File: config.mk
export PLATFORM = sky130hd
export DESIGN_NAME = sextet_text_segment_decoder
export DESIGN_NICKNAME = d
export VERILOG_FILES = /design/src/sv/sxd_pkg.sv /design/src/sv/sxd_line_ram.sv /design/src/sv/sxd_crc_byte.sv /design/src/sv/sextet_text_segment_decoder.sv
export VERILOG_INCLUDE_DIRS = /design/src /design/src/sv
export SDC_FILE = /design/constraint.sdc
export NUM_CORES = 1
export LEC_CHECK = 0
export ABC_AREA = 1
export BUFFER_PORTS_ARGS = -buffer_cell sky130_fd_sc_hd__buf_2
export CAP_MARGIN = 25
export CORE_UTILIZATION = 36
export DETAILED_ROUTE_END_ITERATION = 12
export PLACE_DENSITY = 0.6
export SLEW_MARGIN = 5
export SYNTH_ARGS = -nofsm -noshare
export SYNTH_HDL_FRONTEND = slang
export SYNTH_SLANG_ARGS = --single-unit
File: constraint.sdc
create_clock -name clk -period 9.9 [get_ports clk]
set_clock_uncertainty 0.2 [all_clocks]
set_input_delay 1.485 -clock clk [delete_from_list [all_inputs] [get_ports clk]]
set_output_delay 1.485 -clock clk [all_outputs]
set_load 0.05 [all_outputs]
File: src/sv/assert_macros.svh
// assertion macros shared by the decoder rtl
`ifndef ASSERT_MACROS_SVH
`define ASSERT_MACROS_SVH

// checked on every rising edge outside reset
`define SXD_ASSERT(lbl, prop, msg) \
  lbl: assert property (@(posedge clk) disable iff (!rst_n) prop) else $error(msg);

// checked on every rising edge, reset included
`define SXD_ASSERT_ALWAYS(lbl, prop, msg) \
  lbl: assert property (@(posedge clk) prop) else $error(msg);

`endif

File: src/sv/sxd_pkg.sv
// shared constants, codes and the sextet lookup of the segment decoder
`timescale 1ns / 1ps

package sxd_pkg;

  localparam int SXD_LINE_BYTES = 48;

  localparam int CFG_IDX_W  = 1;
  localparam int CFG_DATA_W = 24;

  localparam logic [CFG_IDX_W-1:0] CFG_SEGMENT_BYTES = 1'b0;
  localparam logic [CFG_IDX_W-1:0] CFG_CRC_POLYNOMIAL = 1'b1;

  localparam logic [23:0] SEGMENT_BYTES_RESET = 24'd0;
  localparam logic [15:0] CRC_POLY_RESET      = 16'h1021;

  localparam logic KIND_DATA   = 1'b0;
  localparam logic KIND_STATUS = 1'b1;

  localparam logic [1:0] STATUS_CRC_OK       = 2'd0;
  localparam logic [1:0] STATUS_BAD_LINE_LEN = 2'd1;
  localparam logic [1:0] STATUS_CRC_MISMATCH = 2'd2;
  localparam logic [1:0] STATUS_BAD_CRC_LINE = 2'd3;

  // A-Z a-z 0-9 ( ) alphabet, anything else maps to zero
  function automatic logic [5:0] sextet_of(input logic [7:0] c);
    logic [5:0] s;
    s = 6'd0;
    if (c inside {[8'h41:8'h5a]}) begin
      s = 6'(c - 8'h41);
    end else if (c inside {[8'h61:8'h7a]}) begin
      s = 6'(c - 8'h47);
    end else if (c inside {[8'h30:8'h39]}) begin
      s = 6'(c + 8'h04);
    end else if (c == 8'h28) begin
      s = 6'd62;
    end else if (c == 8'h29) begin
      s = 6'd63;
    end
    return s;
  endfunction

endpackage

File: src/sv/sxd_line_ram.sv
// line buffer: one 24-bit word per character group, registered read
`timescale 1ns / 1ps

module sxd_line_ram #(
  parameter int DEPTH = 16,
  parameter int AW    = 4
) (
  input  logic          clk,
  input  logic          we,
  input  logic [AW-1:0] waddr,
  input  logic [23:0]   wdata,
  input  logic          re,
  input  logic [AW-1:0] raddr,
  output logic [23:0]   rdata
);

  logic [23:0] mem [DEPTH];
  logic [23:0] rdata_r;

  always_ff @(posedge clk) begin
    if (we) begin
      mem[waddr] <= wdata;
    end
  end

  // read data holds until the next read
  always_ff @(posedge clk) begin
    if (re) begin
      rdata_r <= mem[raddr];
    end
  end

  assign rdata = rdata_r;

endmodule

File: src/sv/sxd_crc_byte.sv
// msb-first crc-16 update over one byte
`timescale 1ns / 1ps

module sxd_crc_byte (
  input  logic [15:0] crc_in,
  input  logic [15:0] poly,
  input  logic [7:0]  data,
  output logic [15:0] crc_out
);

  always_comb begin
    logic [15:0] c;
    c = crc_in ^ {data, 8'd0};
    for (int k = 0; k < 8; k++) begin
      if (c[15]) begin
        c = {c[14:0], 1'b0} ^ poly;
      end else begin
        c = {c[14:0], 1'b0};
      end
    end
    crc_out = c;
  end

endmodule

File: src/sv/sextet_text_segment_decoder.sv
// top level of the sextet text segment decoder
//
// Input channel (in_valid / in_stall): one text character per request with
// line_end on the last character of a line and segment_start on the first
// body character. Result channel (out_valid / out_stall): data bytes
// (kind 0) and one status per segment (kind 1); last marks the final
// result of the character that caused it.
// A character that ends no line is taken without a stall. A full body line
// stalls the input while its bytes are read back from the line buffer:
// a buffer read and then three bytes per four-character group, all
// through the single buffer read port. A line of the wrong length
// goes to the status state for its status; the crc line goes through a
// buffer read, then the compare in the status state.
// Results go out through a one-entry output register, so the next
// character is taken while the last result still waits. A stalled
// receiver holds the drain in place; nothing is dropped.
// Reset (rst_n low, synchronous) returns the registers to their defaults
// (segment_bytes 0, polynomial 0x1021) and the decoder to body phase.
// The buffer needs no clearing pass.
`timescale 1ns / 1ps
`include "assert_macros.svh"

module sextet_text_segment_decoder #(
  parameter int LINE_BYTES = sxd_pkg::SXD_LINE_BYTES
) (
  input  logic                            clk,
  input  logic                            rst_n,
  input  logic                            in_valid,
  output logic                            in_stall,
  input  logic [7:0]                      in_char_code,
  input  logic                            in_line_end,
  input  logic                            in_segment_start,
  output logic                            out_valid,
  input  logic                            out_stall,
  output logic                            out_kind,
  output logic [7:0]                      out_data_byte,
  output logic [1:0]                      out_status,
  output logic                            out_last,
  input  logic                            cfg_we,
  input  logic [sxd_pkg::CFG_IDX_W-1:0]   cfg_index,
  input  logic [sxd_pkg::CFG_DATA_W-1:0]  cfg_wdata
);

  import sxd_pkg::*;

  localparam int LINE_GROUPS = LINE_BYTES / 3;
  localparam int LINE_CHARS  = LINE_GROUPS * 4;
  localparam int RELEASED    = LINE_GROUPS * 3;
  localparam int AW          = (LINE_GROUPS > 1) ? $clog2(LINE_GROUPS) : 1;

  typedef enum logic [2:0] {S_IDLE, S_RD, S_BYTE, S_CRC_RD, S_STATUS} state_t;
  typedef enum logic [1:0] {PH_BODY, PH_CRC, PH_DONE, PH_ERROR} phase_t;

  state_t             state_r, state_nxt;
  phase_t             phase_r, phase_nxt;
  logic [1:0]         gp_r, gp_nxt;
  logic [17:0]        held_r, held_nxt;
  logic [6:0]         lcc_r, lcc_nxt;
  logic [15:0]        crc_r, crc_nxt;
  logic signed [24:0] rem_r, rem_nxt;
  logic [23:0]        seg_bytes_r, seg_bytes_nxt;
  logic [15:0]        poly_r, poly_nxt;
  logic [AW-1:0]      word_idx_r, word_idx_nxt;
  logic [1:0]         byte_idx_r, byte_idx_nxt;
  logic               stat_cmp_r, stat_cmp_nxt;
  logic [1:0]         stat_code_r, stat_code_nxt;

  logic               out_valid_r, out_valid_nxt;
  logic               out_kind_r, out_kind_nxt;
  logic [7:0]         out_data_r, out_data_nxt;
  logic [1:0]         out_status_r, out_status_nxt;
  logic               out_last_r, out_last_nxt;

  // values after an optional segment start
  phase_t             ph_eff;
  logic [1:0]         gp_eff;
  logic [17:0]        held_eff;
  logic [6:0]         lcc_eff;
  logic [15:0]        crc_eff;
  logic signed [24:0] rem_eff;

  logic [5:0]         sextet;
  logic [4:0]         grp;
  logic [6:0]         lcc_inc;
  logic signed [24:0] rem_dec;
  logic               out_free;

  logic               ram_we, ram_re;
  logic [AW-1:0]      ram_waddr, ram_raddr;
  logic [23:0]        ram_wdata, ram_rdata;

  logic [7:0]         drain_byte;
  logic [15:0]        crc_calc;
  logic [15:0]        crc_stored;

  sxd_line_ram #(
    .DEPTH (LINE_GROUPS),
    .AW    (AW)
  ) u_line_ram (
    .clk   (clk),
    .we    (ram_we),
    .waddr (ram_waddr),
    .wdata (ram_wdata),
    .re    (ram_re),
    .raddr (ram_raddr),
    .rdata (ram_rdata)
  );

  sxd_crc_byte u_crc (
    .crc_in  (crc_r),
    .poly    (poly_r),
    .data    (drain_byte),
    .crc_out (crc_calc)
  );

  always_comb begin
    case (byte_idx_r)
      2'd0:    drain_byte = ram_rdata[23:16];
      2'd1:    drain_byte = ram_rdata[15:8];
      default: drain_byte = ram_rdata[7:0];
    endcase
  end

  // crc in the check line is stored low byte first
  assign crc_stored = {ram_rdata[15:8], ram_rdata[23:16]};

  always_comb begin
    if (in_segment_start) begin
      ph_eff   = (seg_bytes_r != 24'd0) ? PH_BODY : PH_CRC;
      gp_eff   = 2'd0;
      held_eff = 18'd0;
      lcc_eff  = 7'd0;
      crc_eff  = 16'd0;
      rem_eff  = signed'({1'b0, seg_bytes_r});
    end else begin
      ph_eff   = phase_r;
      gp_eff   = gp_r;
      held_eff = held_r;
      lcc_eff  = lcc_r;
      crc_eff  = crc_r;
      rem_eff  = rem_r;
    end
  end

  assign sextet   = sextet_of(in_char_code);
  assign grp      = lcc_eff[6:2];
  assign lcc_inc  = (lcc_eff == 7'd127) ? lcc_eff : lcc_eff + 7'd1;
  assign rem_dec  = rem_eff - 25'(RELEASED);
  assign out_free = !out_valid_r || !out_stall;
  assign in_stall = (state_r != S_IDLE);

  always_comb begin
    state_nxt      = state_r;
    phase_nxt      = phase_r;
    gp_nxt         = gp_r;
    held_nxt       = held_r;
    lcc_nxt        = lcc_r;
    crc_nxt        = crc_r;
    rem_nxt        = rem_r;
    word_idx_nxt   = word_idx_r;
    byte_idx_nxt   = byte_idx_r;
    stat_cmp_nxt   = stat_cmp_r;
    stat_code_nxt  = stat_code_r;
    seg_bytes_nxt  = seg_bytes_r;
    poly_nxt       = poly_r;

    out_valid_nxt  = out_valid_r && out_stall;
    out_kind_nxt   = out_kind_r;
    out_data_nxt   = out_data_r;
    out_status_nxt = out_status_r;
    out_last_nxt   = out_last_r;

    ram_we    = 1'b0;
    ram_waddr = grp[AW-1:0];
    ram_wdata = {sextet, held_eff};
    ram_re    = 1'b0;
    ram_raddr = word_idx_r;

    if (cfg_we) begin
      case (cfg_index)
        CFG_SEGMENT_BYTES:  seg_bytes_nxt = cfg_wdata;
        CFG_CRC_POLYNOMIAL: poly_nxt      = cfg_wdata[15:0];
        default: ;
      endcase
    end

    case (state_r)
      S_IDLE: begin
        if (in_valid) begin
          phase_nxt = ph_eff;
          gp_nxt    = gp_eff;
          held_nxt  = held_eff;
          lcc_nxt   = lcc_eff;
          crc_nxt   = crc_eff;
          rem_nxt   = rem_eff;
          if (ph_eff == PH_BODY || ph_eff == PH_CRC) begin
            if (gp_eff == 2'd3) begin
              // group complete, groups past the line end are dropped
              ram_we   = (grp < 5'(LINE_GROUPS));
              held_nxt = 18'd0;
            end else begin
              case (gp_eff)
                2'd0:    held_nxt = held_eff | {12'd0, sextet};
                2'd1:    held_nxt = held_eff | {6'd0, sextet, 6'd0};
                default: held_nxt = held_eff | {sextet, 12'd0};
              endcase
            end
            gp_nxt  = gp_eff + 2'd1;
            lcc_nxt = lcc_inc;
            if (in_line_end) begin
              gp_nxt       = 2'd0;
              held_nxt     = 18'd0;
              lcc_nxt      = 7'd0;
              stat_cmp_nxt = 1'b0;
              if (ph_eff == PH_BODY) begin
                if (lcc_inc == 7'(LINE_CHARS)) begin
                  rem_nxt      = rem_dec;
                  phase_nxt    = (rem_dec <= 25'sd0) ? PH_CRC : PH_BODY;
                  word_idx_nxt = '0;
                  state_nxt    = S_RD;
                end else begin
                  stat_code_nxt = STATUS_BAD_LINE_LEN;
                  phase_nxt     = PH_ERROR;
                  state_nxt     = S_STATUS;
                end
              end else begin
                if (lcc_inc == 7'd4) begin
                  stat_cmp_nxt = 1'b1;
                  phase_nxt    = PH_DONE;
                  state_nxt    = S_CRC_RD;
                end else begin
                  stat_code_nxt = STATUS_BAD_CRC_LINE;
                  phase_nxt     = PH_ERROR;
                  state_nxt     = S_STATUS;
                end
              end
            end
          end
        end
      end
      S_RD: begin
        ram_re       = 1'b1;
        byte_idx_nxt = 2'd0;
        state_nxt    = S_BYTE;
      end
      S_BYTE: begin
        if (out_free) begin
          out_valid_nxt  = 1'b1;
          out_kind_nxt   = KIND_DATA;
          out_data_nxt   = drain_byte;
          out_status_nxt = STATUS_CRC_OK;
          out_last_nxt   = 1'b0;
          crc_nxt        = crc_calc;
          if (byte_idx_r == 2'd2) begin
            if (word_idx_r == AW'(LINE_GROUPS - 1)) begin
              out_last_nxt = 1'b1;
              state_nxt    = S_IDLE;
            end else begin
              word_idx_nxt = word_idx_r + AW'(1);
              state_nxt    = S_RD;
            end
          end else begin
            byte_idx_nxt = byte_idx_r + 2'd1;
          end
        end
      end
      S_CRC_RD: begin
        ram_re    = 1'b1;
        ram_raddr = '0;
        state_nxt = S_STATUS;
      end
      S_STATUS: begin
        if (out_free) begin
          out_valid_nxt = 1'b1;
          out_kind_nxt  = KIND_STATUS;
          out_data_nxt  = 8'd0;
          out_last_nxt  = 1'b1;
          if (stat_cmp_r) begin
            out_status_nxt = (crc_stored == crc_r) ? STATUS_CRC_OK : STATUS_CRC_MISMATCH;
          end else begin
            out_status_nxt = stat_code_r;
          end
          state_nxt = S_IDLE;
        end
      end
      default: state_nxt = S_IDLE;
    endcase
  end

  always_ff @(posedge clk) begin
    if (!rst_n) begin
      state_r     <= S_IDLE;
      phase_r     <= PH_BODY;
      gp_r        <= 2'd0;
      held_r      <= 18'd0;
      lcc_r       <= 7'd0;
      crc_r       <= 16'd0;
      rem_r       <= 25'sd0;
      seg_bytes_r <= SEGMENT_BYTES_RESET;
      poly_r      <= CRC_POLY_RESET;
      word_idx_r  <= '0;
      byte_idx_r  <= 2'd0;
      stat_cmp_r  <= 1'b0;
      stat_code_r <= STATUS_CRC_OK;
      out_valid_r <= 1'b0;
    end else begin
      state_r     <= state_nxt;
      phase_r     <= phase_nxt;
      gp_r        <= gp_nxt;
      held_r      <= held_nxt;
      lcc_r       <= lcc_nxt;
      crc_r       <= crc_nxt;
      rem_r       <= rem_nxt;
      seg_bytes_r <= seg_bytes_nxt;
      poly_r      <= poly_nxt;
      word_idx_r  <= word_idx_nxt;
      byte_idx_r  <= byte_idx_nxt;
      stat_cmp_r  <= stat_cmp_nxt;
      stat_code_r <= stat_code_nxt;
      out_valid_r <= out_valid_nxt;
    end
    out_kind_r   <= out_kind_nxt;
    out_data_r   <= out_data_nxt;
    out_status_r <= out_status_nxt;
    out_last_r   <= out_last_nxt;
  end

  assign out_valid     = out_valid_r;
  assign out_kind      = out_kind_r;
  assign out_data_byte = out_data_r;
  assign out_status    = out_status_r;
  assign out_last      = out_last_r;

  // buffer writes come only from accepted characters
  `SXD_ASSERT(a_write_when_idle, ram_we |-> (state_r == S_IDLE && in_valid), "buffer write outside idle")
  // every buffer read is followed by a byte or status emission state
  `SXD_ASSERT(a_read_then_use, ram_re |=> (state_r == S_BYTE || state_r == S_STATUS), "read data unused")
  // a status result always closes the results of its character
  `SXD_ASSERT(a_status_last, (out_valid && out_kind == KIND_STATUS) |-> out_last, "status without last")
  // no result is pending straight out of reset
  `SXD_ASSERT_ALWAYS(a_reset_quiet, !rst_n |=> !out_valid, "result valid after reset")

endmodule
After elaboration in Yosys (flattened, before gate mapping)
Memory sizes are Yosys's and may differ from the RTL's. A register that Yosys moved wholly into a read port is not among the register bits.
Cells that the tools add are included.
{"block": "word_totals", "reg_bits": 135, "ramBits": 384, "input_bits": 40, "output_inout_bits": 14, "word_cells": 202, "mem_count": 1}
{"block": "op_classes", "addsub": 8, "magnitude_cmp": 8, "eq_ne": 29, "muxes": 96, "bitwise": 13, "n_reduce_logical": 29}
{"memory": "u_line_ram.mem", "depth": 16, "width": 24, "read_ports": 1, "rd_ports_with_merged_regs": 1, "wr": 1, "line": "sxd_line_ram.sv:17", "rtl": "logic [23:0] mem [DEPTH];"}
{"cell": "$mux W16", "count": 11}
{"cell": "$xor A16 B16 Y16", "count": 9}
{"cell": "$mux W25", "count": 5}
{"cell": "$mux W18", "count": 4}
{"cell": "$mux W4", "count": 9}
{"cell": "$pmux W18 S2", "count": 1}
{"cell": "$mux W2", "count": 17}
{"cell": "$pmux W16 S2", "count": 1}
{"cell": "$pmux W8 S2", "count": 2}
{"cell": "$mux W6", "count": 5}
{"cell": "$mux W7", "count": 4}
{"cell": "$mux W3", "count": 9}
{"cell": "$ne A2 B2 Y1 const B", "count": 13}
{"cell": "$le A25 B1 Y1 const B", "count": 1}
{"cell": "$sub A25 B7 Y25 const B", "count": 1}
{"cell": "$reduce_bool A24 Y1", "count": 1}
{"cell": "$mux W1", "count": 20}
{"cell": "$or A18 B12 Y18", "count": 1}
{"cell": "$or A18 B18 Y18", "count": 1}
{"cell": "$or A18 B6 Y18", "count": 1}
{"cell": "$eq A16 B16 Y1", "count": 1}
{"cell": "$eq A8 B6 Y1 const B", "count": 2}
{"cell": "$ge A8 B7 Y1 const B", "count": 2}
{"cell": "$le A8 B7 Y1 const B", "count": 2}
{"cell": "36 further kinds", "count": 60}

Logic depth before layout (Yosys ltp)
{"block": "logic_depth", "word_depth": 21, "depth_mapped": 38, "ltp_nobuf": 33}

Hierarchy
Synthesis repeated with hierarchy kept, for this count alone.
{"block": "unflattened", "hier_cells": 3476, "hier_area_um2": 28645.0}
{"mod": "sxd_line_ram", "instances": 1, "cells_each": 1597, "area_each_um2": 17195.2, "seq_area_each_um2": 12251.8}
{"mod": "sextet_text_segment_decoder", "instances": 1, "cells_each": 1321, "area_each_um2": 8485.6, "seq_area_each_um2": 2822.7}
{"mod": "sxd_crc_byte", "instances": 1, "cells_each": 558, "area_each_um2": 2964.1, "seq_area_each_um2": 0.0}

Worst setup path before layout
No wires, ideal clock.
{"block": "synth_timing", "path_kind": "input to register", "from": "input port in_segment_start", "to": "register rem_r[5]", "setup_ns": 0.070, "arrival_time_ns": 5.514, "required_ns": 9.630, "slack_ns": 4.116, "cell_stages": 24, "path_buffers": 7, "cell_sequence": "buf_2 -> clkbuf_1 -> buf_2 -> clkbuf_1 -> clkbuf_1 -> buf_1 -> nor2_1 -> ha_1 -> nand2_1 -> nor2_1 -> nand2_1 -> nand2_1 -> nor3_1 -> nand3_1 -> xor2_1 -> nor2_1 -> nor4b_1 -> nand2_1 -> nor2_2 -> inv_1 -> buf_2 -> a21oi_1 -> o21ai_0 -> a21oi_1"}
{"block": "synth_between", "elab_chain_len": 8, "elab_cells_between_ends": 15, "classes_between": "add/sub (2); eq/ne (3); mux (8); reduce/logical (2)"}
{"element": "start, declared", "line": "sextet_text_segment_decoder.sv:32", "rtl": "input logic in_segment_start,"}
{"element": "$mux W7", "line": "sextet_text_segment_decoder.sv:128", "rtl": "if (in_segment_start) begin"}
{"element": "$add A7 B1 Y7 or $eq A7 B7 Y1 (tied branches)", "line": "sextet_text_segment_decoder.sv:147", "rtl": "assign lcc_inc = (lcc_eff == 7'd127) ? lcc_eff : lcc_eff + 7'd1;"}
{"element": "$mux W7", "line": "sextet_text_segment_decoder.sv:147"}
{"element": "$eq A7 B7 Y1", "line": "sextet_text_segment_decoder.sv:216", "rtl": "if (lcc_inc == 7'(LINE_CHARS)) begin"}
{"element": "$mux W25", "line": "sextet_text_segment_decoder.sv:216"}
{"element": "$mux W25", "line": "sextet_text_segment_decoder.sv:215", "rtl": "if (ph_eff == PH_BODY) begin"}
{"element": "$mux W25", "line": "sextet_text_segment_decoder.sv:210", "rtl": "if (in_line_end) begin"}
{"element": "$mux W25 *", "line": "sextet_text_segment_decoder.sv:196", "rtl": "if (ph_eff == PH_BODY || ph_eff == PH_CRC) begin"}
{"element": "end signal, assigned", "line": "sextet_text_segment_decoder.sv:313", "rtl": "rem_r <= rem_nxt;"}
{"element": "end, declared", "line": "sextet_text_segment_decoder.sv:60", "rtl": "logic signed [24:0] rem_r, rem_nxt;"}
Every way passes the cells marked *; elsewhere a longest branch is shown, timed or not.
A chain may end at the register's enable or synchronous reset.

Worst setup path after layout
{"block": "layout_timing", "from": "register byte_idx_r[0]", "to": "register crc_r[12]"}
{"block": "layout_between", "elab_chain_len": 20, "elab_cells_between_ends": 22, "classes_between": "eq/ne (1); mux (11); bitwise (9); reduce/logical (1)"}
{"element": "start, declared", "line": "sextet_text_segment_decoder.sv:64", "rtl": "logic [1:0] byte_idx_r, byte_idx_nxt;"}
{"element": "start signal, assigned", "line": "sextet_text_segment_decoder.sv:317", "rtl": "byte_idx_r <= byte_idx_nxt;"}
{"element": "$eq A2 B1 Y1 or $logic_not A2 Y1 (tied branches)", "line": "sextet_text_segment_decoder.sv:117", "rtl": "case (byte_idx_r)"}
{"element": "$pmux W8 S2 *", "line": "sextet_text_segment_decoder.sv:117"}
{"element": "$xor A16 B16 Y16 *", "line": "sxd_crc_byte.sv:13", "rtl": "c = crc_in ^ {data, 8'd0};"}
{"element": "$mux W16 *", "line": "sxd_crc_byte.sv:15", "rtl": "if (c[15]) begin"}
{"element": "$xor A16 B16 Y16 or $mux W16 (tied branches)", "line": "sxd_crc_byte.sv:16, sxd_crc_byte.sv:15"}
{"element": "$mux W16 *", "line": "sxd_crc_byte.sv:15"}
{"element": "$xor A16 B16 Y16 or $mux W16 (tied branches)", "line": "sxd_crc_byte.sv:16, sxd_crc_byte.sv:15"}
{"element": "$mux W16 *", "line": "sxd_crc_byte.sv:15"}
{"element": "[4 not listed]"}
{"element": "$xor A16 B16 Y16 or $mux W16 (tied branches)", "line": "sxd_crc_byte.sv:16, sxd_crc_byte.sv:15"}
{"element": "$mux W16 *", "line": "sxd_crc_byte.sv:15"}
{"element": "$xor A16 B16 Y16 or $mux W16 (tied branches)", "line": "sxd_crc_byte.sv:16, sxd_crc_byte.sv:15"}
{"element": "$mux W16 *", "line": "sxd_crc_byte.sv:15"}
{"element": "$xor A16 B16 Y16 or $mux W16 (tied branches)", "line": "sxd_crc_byte.sv:16, sxd_crc_byte.sv:15"}
{"element": "$mux W16 *", "line": "sxd_crc_byte.sv:15"}
{"element": "$mux W16 *", "line": "sextet_text_segment_decoder.sv:247", "rtl": "if (out_free) begin"}
{"element": "$pmux W16 S2 *", "line": "sextet_text_segment_decoder.sv:187", "rtl": "case (state_r)"}
{"element": "end signal, assigned", "line": "sextet_text_segment_decoder.sv:312", "rtl": "crc_r <= crc_nxt;"}
{"element": "end, declared", "line": "sextet_text_segment_decoder.sv:59", "rtl": "logic [15:0] crc_r, crc_nxt;"}
Every way passes the cells marked *; elsewhere a longest branch is shown, timed or not. The select of a mux whose other input is x is not followed.

==> run_results.csv <==
group,metric,value,unit
timing,final_period_minus_worst_setup_slack,6.10,ns
routing,vias,20100,
place,place.detailed.hpwl,44.1,mm
clocking,cts.repair_timing.setup_buffer_count,0,
grt,groute.layer.met3.usage,2.74,%
critical_path,critPathLaunchType,"flop",
floorplan,dieArea,73800,um2
grt,grt_use_met2,30.5,%
grt,globalRoute.busiestLayer,"met2",
yosys,synthCells,2866,
grt,global_route_wire_length_before_repair,110,mm
critical_path,slowest_stage,"sky130_fd_sc_hd__nand2_1",
routing,vias_per_cell,5.20,
grt,global_route.usage.total,19.3,%
timing,finalSetupViolCount,0,
clocking,max-clock-path-buffers,3,
routing,drtPass1Iterations,5,
critical_path,r2r_cells,30,
power_and_ir_drop,p_per_area,175,nW/um2
floorplan,io_pins,54,
timing,post-route-period-util,61.6,%
clocking,cts_tree,"built",
grt,grt_max_degree,129,
critical_path,timing.critical_path.buf_inv,3,
power_and_ir_drop,p_leak,11.1,nW
routing,detail-route-antenna-nets,0,
clocking,h-tree-depth,2,
yosys,synth-edff-count,420,
yosys,synth_top_flop_cell,"sky130_fd_sc_hd__edfxtp_1",
critical_path,timing.rr.start,"byte_idx_r[0]",
floorplan,die_width,272,um
critical_path,timing.reg2reg.setup_slack,3.80,ns
critical_path,critical_path_depth,30,
floorplan,std_cell_rows,98,
clocking,worst_setup_hold_path_clk_slew,0.06,ns
routing,drc,0,
critical_path,critical_path.max_fanout,31,
critical_path,cp.arrival,6.34,ns
job,maximum_capacitance_violations,0,
critical_path,timing.critical_path.max_delay_family,"simple AND/OR/NAND/NOR gates",
outcome,status,"complete, no violations",
power_and_ir_drop,ir_drop,0.150,mV
yosys,synth-warning-count,0,
final_layout,area_growth,14.0,%
clocking,clockRootBuffer,"sky130_fd_sc_hd__clkbuf_16",
grt,met1_usage,26.8,%
critical_path,crit_type,"flop to flop",
critical_path,timing.rr.end,"crc_r[12]",
timing,report.final.hold_viol_count,0,
place,dpl_cell_area,27600,um2
yosys,async_flop_share,0,%
floorplan,design.core.area,71700,um2
clocking,post_cts_hold_buffer_count,0,
timing,slew_hr,32.2,%
clocking,insertion_delay,0.65,ns
yosys,synthesis.area,26200,um2
yosys,synth-seq-cells,543,
final_layout,post_route_cells_drive_above_1_share,9.41,%
place,gp_congestion,0.869,
grt,grt_pass1_vias,18400,
clocking,cts_sink_count,543,
worst_hold_path,min_path_type,"flop to flop",
routing,initialDrtViolationCount,1866,
critical_path,slowest_delay,0.70,ns
grt,grt.overflow.total,0,
yosys,synth-seq-area-share,57.6,%
timing,setup-tns-final,0,ns
critical_path,setup.worst_path.end_class,"flop",
clocking,cts_repair_resize_count,0,
yosys,post_synth.cell_area_avg,9.13,um2
clocking,cts_inserted_buffers,57,
yosys,post_synth_main_area_contributors,"sky130_fd_sc_hd__edfxtp_1, sky130_fd_sc_hd__dfxtp_1, sky130_fd_sc_hd__nor2_1",
critical_path,cp_common_cell,"sky130_fd_sc_hd__nand2_1",
final_layout,final_design_area_no_fill,29800,um2
critical_path,critPathCapture,"crc_r[12]",
final_layout,fin_util,41.6,%
final_layout,nets,2932,
timing,fmaxAchievable,164,MHz
timing,slew_viol_final,0,
grt,antenna_found_initial,2,
routing,finalWirelength,72.1,mm
worst_hold_path,min_from,"rem_r[5]",
yosys,yosys.area.top_type,"sky130_fd_sc_hd__edfxtp_1",
place,portBuffers,53,
critical_path,setup.worst_path.start,"byte_idx_r[0]",
yosys,yosysUniqueCellTypes,51,
yosys,synth.top_cell.area_share,48.2,%
floorplan,start_util,36.5,%
timing,worst-slew-pin-transition,1.01,ns
routing,avgRoutedWirePerCell,18.6,um
timing,unrepaired_setup_endpoints_after_global_routing,"no",
yosys,synth.net_count,2925,
floorplan,floorplan.die.height,272,um
critical_path,worst_ep_required_time,10.14,ns
## layout by cell type (no fill, tap or decap), types with 53 or more instances in the layout
| cell | Yosys | final |
|---|---|---|
| sky130_fd_sc_hd__a21oi_1 | 121 | 121 |
| sky130_fd_sc_hd__buf_2 | 16 | 53 |
| sky130_fd_sc_hd__nand3_1 | 202 | 202 |
| sky130_fd_sc_hd__o21ai_0 | 234 | 234 |
| sky130_fd_sc_hd__inv_1 | 241 | 239 |
| sky130_fd_sc_hd__edfxtp_1 | 420 | 420 |
| sky130_fd_sc_hd__nor2_1 | 518 | 498 |
| sky130_fd_sc_hd__o211ai_1 | 53 | 53 |
| sky130_fd_sc_hd__dfxtp_1 | 123 | 122 |
| sky130_fd_sc_hd__clkbuf_16 | 0 | 57 |
| sky130_fd_sc_hd__o311ai_0 | 65 | 65 |
| sky130_fd_sc_hd__nand2_1 | 493 | 492 |
## how the worst min path moves through the flow
stage | slack [ns] | depth (start not counted) | endpoint
floorplan | 0.24 | 2 | stat_code_r[0]
global placement | 0.25 | 2 | stat_code_r[1]
detailed placement | 0.25 | 2 | rem_r[15]
CTS | 0.26 | 2 | rem_r[15]
global route | 0.28 | 2 | rem_r[8]
finish | 0.26 | 2 | rem_r[5]
## metal layers
metal	part of all wire [%]	wire [um]	up-vias
met5	0.026	19	-
met4	3.0	2160	2
met3	6.4	4620	123
met2	45	32800	622
met1	45	32500	9518
li1	-	-	9873
## flip-flops by register name, indices dropped and copies added, names as in the netlist, 3 cells and up
signal / count
poly_r: 16
out_data_byte: 8
word_idx_r: 4
seg_bytes_r: 24
u_line_ram.mem: 384
held_r: 18
crc_r: 16
state_r: 3
lcc_r: 7
u_line_ram.rdata: 24
rem_r: 25
## layout make-up
cell class | count | area (um2)
diodes | 1 | 2.50
inverters | 249 | 938
multi-input cells | 1910 | 9590
clock inverters | 38 | 493
flip-flops and latches | 543 | 15100
fillers | 6930 | 41900
clock buffers | 70 | 1520
well taps | 950 | 1190
repair buffers | 112 | 1000
## where the power goes
part / switching, mW / internal (mW) / leakage (nW)
registers: 0.0278 / 2.48 / 4.90
logic: 0.317 / 0.127 / 5.27
clock network: 0.930 / 1.33 / 0.950
total: 1.27 / 3.94 / 11.1
## cells in the mapped netlist (19+ instances only)
cell and count:
sky130_fd_sc_hd__ha_1 19, sky130_fd_sc_hd__clkbuf_1 131, sky130_fd_sc_hd__nand3_1 202, sky130_fd_sc_hd__nand2_1 493, sky130_fd_sc_hd__edfxtp_1 420, sky130_fd_sc_hd__inv_1 241
sky130_fd_sc_hd__o32ai_1 32, sky130_fd_sc_hd__xor2_1 34, sky130_fd_sc_hd__nor2_1 518, sky130_fd_sc_hd__o311ai_0 65, sky130_fd_sc_hd__o21ai_0 234, sky130_fd_sc_hd__o211ai_1 53
sky130_fd_sc_hd__dfxtp_1 123, sky130_fd_sc_hd__a21oi_1 121
## worst min-delay path, delay by kind of cell, from the launching register on
kind,cells,cell delay (ns)
flops,1,0.31
simple gates,1,0.06
compound gates,1,0.05
## metrics by stage
| stage | setup slack [ns] | power, mW | hold slack [ns] | cells |
|---|---|---|---|---|
| after floorplan | 4.12 | 2.87 | 0.237 | 2866 |
| after CTS | 3.84 | 5.24 | 0.262 | 3863 |
| after detailed placement | 3.84 | 2.99 | 0.253 | 3755 |
| after global routing | 3.06 | 5.40 | 0.284 | 3872 |
| after global placement | 4.05 | 2.99 | 0.250 | 3740 |
| final | 3.80 | 5.21 | 0.263 | 3873 |
## kinds of logic after synthesis
family,share of synthesized area (%)
flops,57.6
fa+ha+maj,0.909
xor+xnor,1.81
buf+inv,6.25
simple gates,20.6
mux,0.0765
compound gates,12.7
No activity file was read; power rests on OpenSTA's default activity.
